--- src/hw/rtl/strict_priority_multi_fifo_defines.svh ---
// assertion helpers shared by the queue modules
`ifndef STRICT_PRIORITY_MULTI_FIFO_DEFINES_SVH
`define STRICT_PRIORITY_MULTI_FIFO_DEFINES_SVH

// same-cycle implication, disabled while reset is high
`define SPMF_ASSERT_NOW(label, clk, rst, ante, cons, msg) \
   label: assert property (@(posedge clk) disable iff (rst) (ante) |-> (cons)) \
      else $error(msg);

// next-cycle implication, disabled while reset is high
`define SPMF_ASSERT_NEXT(label, clk, rst, ante, cons, msg) \
   label: assert property (@(posedge clk) disable iff (rst) (ante) |=> (cons)) \
      else $error(msg);

`endif

--- src/hw/rtl/spmf_pkg.sv ---
package spmf_pkg;

   localparam int LEVELS      = 16;
   localparam int LEVEL_DEPTH = 64;
   localparam int DATA_WIDTH  = 32;

   // widths of the beat fields
   localparam int LVL_W    = 4;
   localparam int OUT_TOT_W = 11;

   // internal widths
   localparam int LIDX_W  = (LEVELS > 1) ? $clog2(LEVELS) : 1;
   localparam int PTR_W   = (LEVEL_DEPTH > 1) ? $clog2(LEVEL_DEPTH) : 1;
   localparam int CNT_W   = $clog2(LEVEL_DEPTH + 1);
   localparam int TOTAL_W = $clog2(LEVELS * LEVEL_DEPTH + 1);
   localparam int ADDR_W  = LIDX_W + PTR_W;
   localparam int WORDS   = LEVELS * LEVEL_DEPTH;

   typedef enum logic {
      MODE_PUSH = 1'b0,
      MODE_POP  = 1'b1
   } mode_type;

   typedef enum logic [1:0] {
      STAT_OK    = 2'd0,
      STAT_EMPTY = 2'd1,
      STAT_FULL  = 2'd2,
      STAT_RANGE = 2'd3
   } status_type;

   typedef enum logic [1:0] {
      S_IDLE,
      S_EXEC,
      S_FRONT,
      S_RESULT
   } state_type;

   // command broadcast to every level cell
   typedef struct packed {
      logic              push;
      logic              pop;
      logic [LIDX_W-1:0] lvl;
   } cmd_type;

   // information handed from cell to cell along the chain
   typedef struct packed {
      logic              found;
      logic [LIDX_W-1:0] front_lvl;
      logic [PTR_W-1:0]  head;
      logic              full;
      logic [PTR_W-1:0]  tail;
   } link_type;

   function automatic logic [PTR_W-1:0] next_slot(input logic [PTR_W-1:0] p);
      logic [PTR_W-1:0] r;
      if (p == PTR_W'(LEVEL_DEPTH - 1)) begin
         r = '0;
      end else begin
         r = p + 1'b1;
      end
      return r;
   endfunction

endpackage

--- src/hw/rtl/spmf_cell.sv ---
`include "strict_priority_multi_fifo_defines.svh"

module spmf_cell
   import spmf_pkg::*;
(
   input  logic              clock,
   input  logic              reset,
   input  logic [LIDX_W-1:0] cell_index,
   input  cmd_type           cmd,
   input  link_type          link_in,
   output link_type          link_out
);

   logic [PTR_W-1:0] head_ff, head_in;
   logic [PTR_W-1:0] tail_ff, tail_in;
   logic [CNT_W-1:0] count_ff, count_in;

   logic nonempty;
   logic full;
   logic hit;
   logic sel;
   logic do_push;
   logic do_pop;

   always_comb begin
      nonempty = (count_ff != '0);
      full     = (count_ff == CNT_W'(LEVEL_DEPTH));
      hit      = (cmd.lvl == cell_index);
      // first nonempty cell down the chain owns the front
      sel      = nonempty && !link_in.found;
      do_push  = cmd.push && hit;
      do_pop   = cmd.pop && sel;

      link_out.found     = link_in.found | nonempty;
      link_out.front_lvl = link_in.front_lvl | (sel ? cell_index : '0);
      link_out.head      = link_in.head | (sel ? head_ff : '0);
      link_out.full      = link_in.full | (hit & full);
      link_out.tail      = link_in.tail | (hit ? tail_ff : '0);

      head_in  = head_ff;
      tail_in  = tail_ff;
      count_in = count_ff;
      if (do_push) begin
         tail_in  = next_slot(tail_ff);
         count_in = count_ff + 1'b1;
      end else if (do_pop) begin
         head_in  = next_slot(head_ff);
         count_in = count_ff - 1'b1;
      end
   end

   always_ff @(posedge clock) begin
      if (reset) begin
         head_ff  <= '0;
         tail_ff  <= '0;
         count_ff <= '0;
      end else begin
         head_ff  <= head_in;
         tail_ff  <= tail_in;
         count_ff <= count_in;
      end
   end

   `SPMF_ASSERT_NOW(a_count_bound, clock, reset, 1'b1, count_ff <= CNT_W'(LEVEL_DEPTH), "level count above depth")
   `SPMF_ASSERT_NOW(a_ptr_match, clock, reset, count_ff == '0 || full, head_ff == tail_ff, "pointers disagree with count")
   `SPMF_ASSERT_NOW(a_push_room, clock, reset, do_push, !full && !do_pop, "push into full level or with pop")

endmodule

--- config.mk ---
export PLATFORM = sky130hd
export DESIGN_NAME = spmf_cell
export DESIGN_NICKNAME = d
export VERILOG_FILES = /design/src/hw/rtl/spmf_pkg.sv /design/src/hw/rtl/spmf_cell.sv
export VERILOG_INCLUDE_DIRS = /design/src /design/src/hw/rtl
export SDC_FILE = /design/constraint.sdc
export NUM_CORES = 1
export LEC_CHECK = 0
export BUFFER_PORTS_ARGS = -buffer_cell sky130_fd_sc_hd__buf_2
export CAP_MARGIN = 20
export CORE_ASPECT_RATIO = 0.9
export CORE_MARGIN = 4
export CORE_UTILIZATION = 30
export CTS_CLUSTER_SIZE = 8
export DETAILED_ROUTE_END_ITERATION = 10
export GPL_TIMING_DRIVEN = 0
export RECOVER_POWER = 25
export SETUP_SLACK_MARGIN = 0.4
export SLEW_MARGIN = 20
export SYNTH_ARGS = -nofsm -noshare
export SYNTH_HDL_FRONTEND = slang
export SYNTH_SLANG_ARGS = --single-unit
export TNS_END_PERCENT = 50
--- constraint.sdc ---
create_clock -name clock -period 5.3 [get_ports clock]
set_input_delay 0.265 -clock clock [delete_from_list [all_inputs] [get_ports clock]]
set_output_delay 0.265 -clock clock [all_outputs]
set_load 0.1 [all_outputs]
==> results.txt <==
----------------------------------------------------
[Global routing]
  Antenna violations before repair ... 0
  Pin count of the biggest net entering global routing ... 15
  Wire length of the first global-routing pass ... 5092 um
  GR Overflow Total ... 0
  Total GRT Usage ... 0.1108
  Vias in the first global route ... 1154

[Pwr]
  Cell internal power dissipation ... 0.0004104 W
  Switching portion of total power ... 0.5289
  Net switching power figure ... 0.0004607 W
  Power per cell area ... 529.9 nW/um^2
  Part of the power in combinational logic ... 0.640
  Pleak ... 0.7883 nW
  Portion of total power attributed to sequential cells ... 0.245
  Worst supply voltage drop on vdd ... 0.0002134 V
  Clk network pwr share ... 0.116

[Routing]
  Remaining routing DRC violations ... 0
  Initial DRC count ... 39
  Pre-antenna DRT Iters ... 4
  Detailed route wirelength on metal3 ... 210 um
  Post-DR wirelength/cell ... 11.89 um
  Routed wire length on met2 ... 1320 um
  Antenna violation net count after detailed routing ... 0
  Post-Route WL ... 3116 um
  Met1 routed wirelength after detailed routing ... 1573 um
  Number of vias per cell after detailed routing ... 4.863
  Uppermost signal routing layer after detailed routing ... met4
  Via count ... 1274

[STA]
  Clock tree skew after final layout ... 0.002876 ns
  Clock period minus final worst setup slack ... 3.590 ns
  Unrepaired setup endpoints after global routing ... false
  Slew Limit Headroom ... 0.2119
  Setup_tns ... 0 ns
  Fin crit share ... 0.6773
  Worst-case hold slack ... 0.3684 ns
  Achievable Freq ... 0.2786 GHz
  Slew at the pin with the worst max-slew slack ... 1.171 ns
  Total setup violations reported at the end of the flow ... 0
  Final hold viol count ... 0
  Final count of pins violating max slew ... 0

[Logic synthesis]
  Top flip-flop cell by instance count after synthesis ... sky130_fd_sc_hd__dfxtp_1
  Post-synthesis net count ... 191
  Cells after Synth ... 152
  Synth top area share ... 0.2892
  Count of flip-flops with a built-in enable after synthesis ... 0
  Yosys reg bits ... 19
  Largest cells by area after synthesis ... sky130_fd_sc_hd__dfxtp_1 (29%), sky130_fd_sc_hd__a21o_1 (11%), sky130_fd_sc_hd__ha_1 (7.6%)
  Seq/Total Area, Yosys ... 0.2892
  Post-Synthesis Cell Area ... 1315 um^2
  Yosys cell types ... 37
  Post-synthesis async set-or-reset flop share ... 0
  Mean Syn Cell Area ... 8.651 um^2
  Synth Warn # ... 0
  Cell taking the most area after synthesis ... sky130_fd_sc_hd__dfxtp_1

[Finish]
  Final Net Count ... 242
  Fillcell total ... 419
  Post-route cell area ... 1644 um^2
  Layout overhead on the synthesized area ... 25.02%
  Fraction of layout instances using a drive strength above 1 ... 0.2574
  Diode insertion count for antenna repair ... 0

[Placement]
  Dpl cell area ... 1620 um^2
  Global placement routability congestion ... 0.7481
  Port bufs ... 46
  HPWL Detailed ... 2380 um

[Critical path]
  Arrival time at the worst endpoint ... 3.72 ns
  Kind of start point of the critical path ... input port
  End of the worst register-to-register path ... count_ff[1]
  R2R Path Start ... count_ff[0]
  Critical path capture point type ... register
  Crit-path max FO ... 14
  Worst Reg-to-Reg Cells ... 5
  Critical path class ... input port to register
  Setup slack on the worst flop-to-flop path ... 3.20 ns
  Req. time, crit path ... 5.43 ns
  Cell type of the slowest stage on the worst timing path ... sky130_fd_sc_hd__nor4_1
  Most frequent CP cell ... sky130_fd_sc_hd__o21ai_0
  Cells along the critical path ... clkbuf_1 -> xor2_1 -> nor4_1 -> nand2_1 -> fa_1 -> a211oi_1 -> o21ai_0 -> a221oi_1 -> o21ai_0 -> nor3b_1
  Family with the most delay on the worst path ... simple AND/OR/NAND/NOR gates
  Origin of the worst setup path ... cell_index[0]
  WP buf/inv ... 1
  Critical path's largest stage delay ... 0.99 ns

[CTS]
  Clock edge transition at the registers on the reported setup and hold paths ... 0.07 ns
  TritonCTS clock tree ... done
  Clock latency on the worst-skew pair ... 0.25 ns
  Total of cells resized after clock tree synthesis ... 0
  Total setup buffers inserted after CTS ... 0
  Number of hold-repair buffers added at the cts stage ... 0
  Number of clock sinks ... 19
  # H-tree levels ... 1
  Number of buffers created by CTS ... 3
  Max clock buf depth ... 2
  CTS Root Buffer Type ... sky130_fd_sc_hd__clkbuf_8

[Floorplanning]
  Number of top-level pins ... 48
  Horizontal die dimension ... 77.79 um
  Core Box Area ... 4156 um^2
  Vertical die dimension ... 70.81 um
  Die Footprint ... 5508 um^2
  Initial standard-cell utilization of the core ... 0.3164
  Row count ... 22

[Min path]
  WHS Endpoint ... head_ff[4]
  Worst Hold Path Cells ... 3
  Worst Hold Launch ... reset
  Type of the most critical hold path ... input port to register

[Status]
  Outcome ... completed

[Flow run]
  Number of max-cap violations ... 0

----------------------------------------------------
per-layer routing:
metal  track usage  up-vias
met5             0        -
met4       0.01186        0
met3       0.03562        2
met2        0.1806       40
met1        0.1478      567
li1              -      665
flip-flops by register name, summed over array words and instances (netlist names):
| name | count |
|---|---|
| tail_ff | 6 |
| count_ff | 7 |
| head_ff | 6 |
logic make-up (layout without fill, tap and decap cells):
family | Yosys count | after routing | synth area share
AND/OR/NAND/NOR | 45 | 45 | 0.1903
buffers and inverters | 9 | 59 | 0.02569
adder cells (fa/ha/maj) | 9 | 9 | 0.09135
XOR/XNOR | 10 | 10 | 0.06661
multiplexers | 8 | 8 | 0.06090
AO/OA/AOI/OAI | 52 | 52 | 0.2759
flip-flops | 19 | 19 | 0.2892
power groups by stage:
stage	Clock, W	Sequential (W)	Combinational (W)
finish	0.000101	0.000213	0.000557
global route	0.000111	0.000217	0.000614
CTS	0.000104	0.000213	0.000566
detailed placement	0	0.000216	0.000562
global placement	0	0.000216	0.000559
floorplan	0	0.000204	0.000471
cells in the mapped netlist, types with 2 or more instances:
library cell / instances
sky130_fd_sc_hd__a211oi_1: 5
sky130_fd_sc_hd__a21o_1: 19
sky130_fd_sc_hd__a21oi_1: 10
sky130_fd_sc_hd__a221oi_1: 2
sky130_fd_sc_hd__a31o_2: 2
sky130_fd_sc_hd__a31oi_1: 2
sky130_fd_sc_hd__and3_1: 4
sky130_fd_sc_hd__clkbuf_1: 4
sky130_fd_sc_hd__dfxtp_1: 19
sky130_fd_sc_hd__ha_1: 8
sky130_fd_sc_hd__inv_1: 5
sky130_fd_sc_hd__mux2i_1: 8
sky130_fd_sc_hd__nand2_1: 3
sky130_fd_sc_hd__nand3_1: 4
sky130_fd_sc_hd__nor2_1: 17
sky130_fd_sc_hd__nor2b_1: 3
sky130_fd_sc_hd__nor3_1: 2
sky130_fd_sc_hd__nor3b_1: 2
sky130_fd_sc_hd__o21ai_0: 6
sky130_fd_sc_hd__or3_1: 2
sky130_fd_sc_hd__xnor2_1: 3
sky130_fd_sc_hd__xor2_1: 7
through the flow:
step,std cells,utilization,setup WS (ns),power [W]
4_1_cts,262,0.4010,2.510,0.0008830
3_5_place_dp,258,0.3898,2.270,0.0007781
6_report,262,0.3955,1.710,0.0008711
3_3_place_gp,258,0.3898,2.353,0.0007751
5_1_grt,262,0.3955,1.367,0.0009428
2_1_floorplan,152,-,2.771,0.0006758
worst reg2reg max path, delay by kind of cell (launching register included):
family | cells | cell delay, ns
DFF | 1 | 0.38
AOI/OAI and AO/OA | 2 | 0.74
and+or+nand+nor | 2 | 0.61
muxes | 1 | 0.25
cell usage in the layout, fill, tap and decap left out, drive strengths merged, types with 2 or more instances in the layout:
| cell type | Yosys | layout |
|---|---|---|
| buf | 0 | 45 |
| ha | 8 | 8 |
| nor2 | 17 | 17 |
| a31oi | 2 | 2 |
| dfxtp | 19 | 19 |
| or3 | 2 | 2 |
| xnor2 | 3 | 3 |
| inv | 5 | 5 |
| a221oi | 2 | 2 |
| and3 | 4 | 4 |
| nand3 | 4 | 4 |
| nand2 | 4 | 4 |
| mux2i | 8 | 8 |
| nor4 | 2 | 2 |
| clkbuf | 4 | 8 |
| a21oi | 11 | 11 |
| a31o | 2 | 2 |
| nor2b | 3 | 3 |
| o21ai | 6 | 6 |
| nor3 | 2 | 2 |
| a211oi | 5 | 5 |
| a21o | 19 | 19 |
| xor2 | 7 | 7 |
| nor3b | 2 | 2 |
how the worst max path moves through the flow:
stage	end	slack (ns)	depth (start not counted)
finish	count_ff[6]	1.71	10
global route	count_ff[6]	1.37	10
CTS	count_ff[6]	2.51	10
detailed placement	count_ff[6]	2.27	10
global placement	count_ff[6]	2.35	10
floorplan	count_ff[6]	2.77	9
cell type report:
cell class,instances,area [um^2],share of cell area
multi-input combinational,124,879.6,0.5350
sequential,19,380.4,0.2314
timing repair buffer,46,229.0,0.1393
tap,60,75.07,0.04566
clock buffer,3,41.29,0.02511
inverter,5,18.77,0.01142
buffer,4,15.01,0.009132
clock inverter,1,5.005,0.003044
No activity file was read; power rests on OpenSTA's default activity.
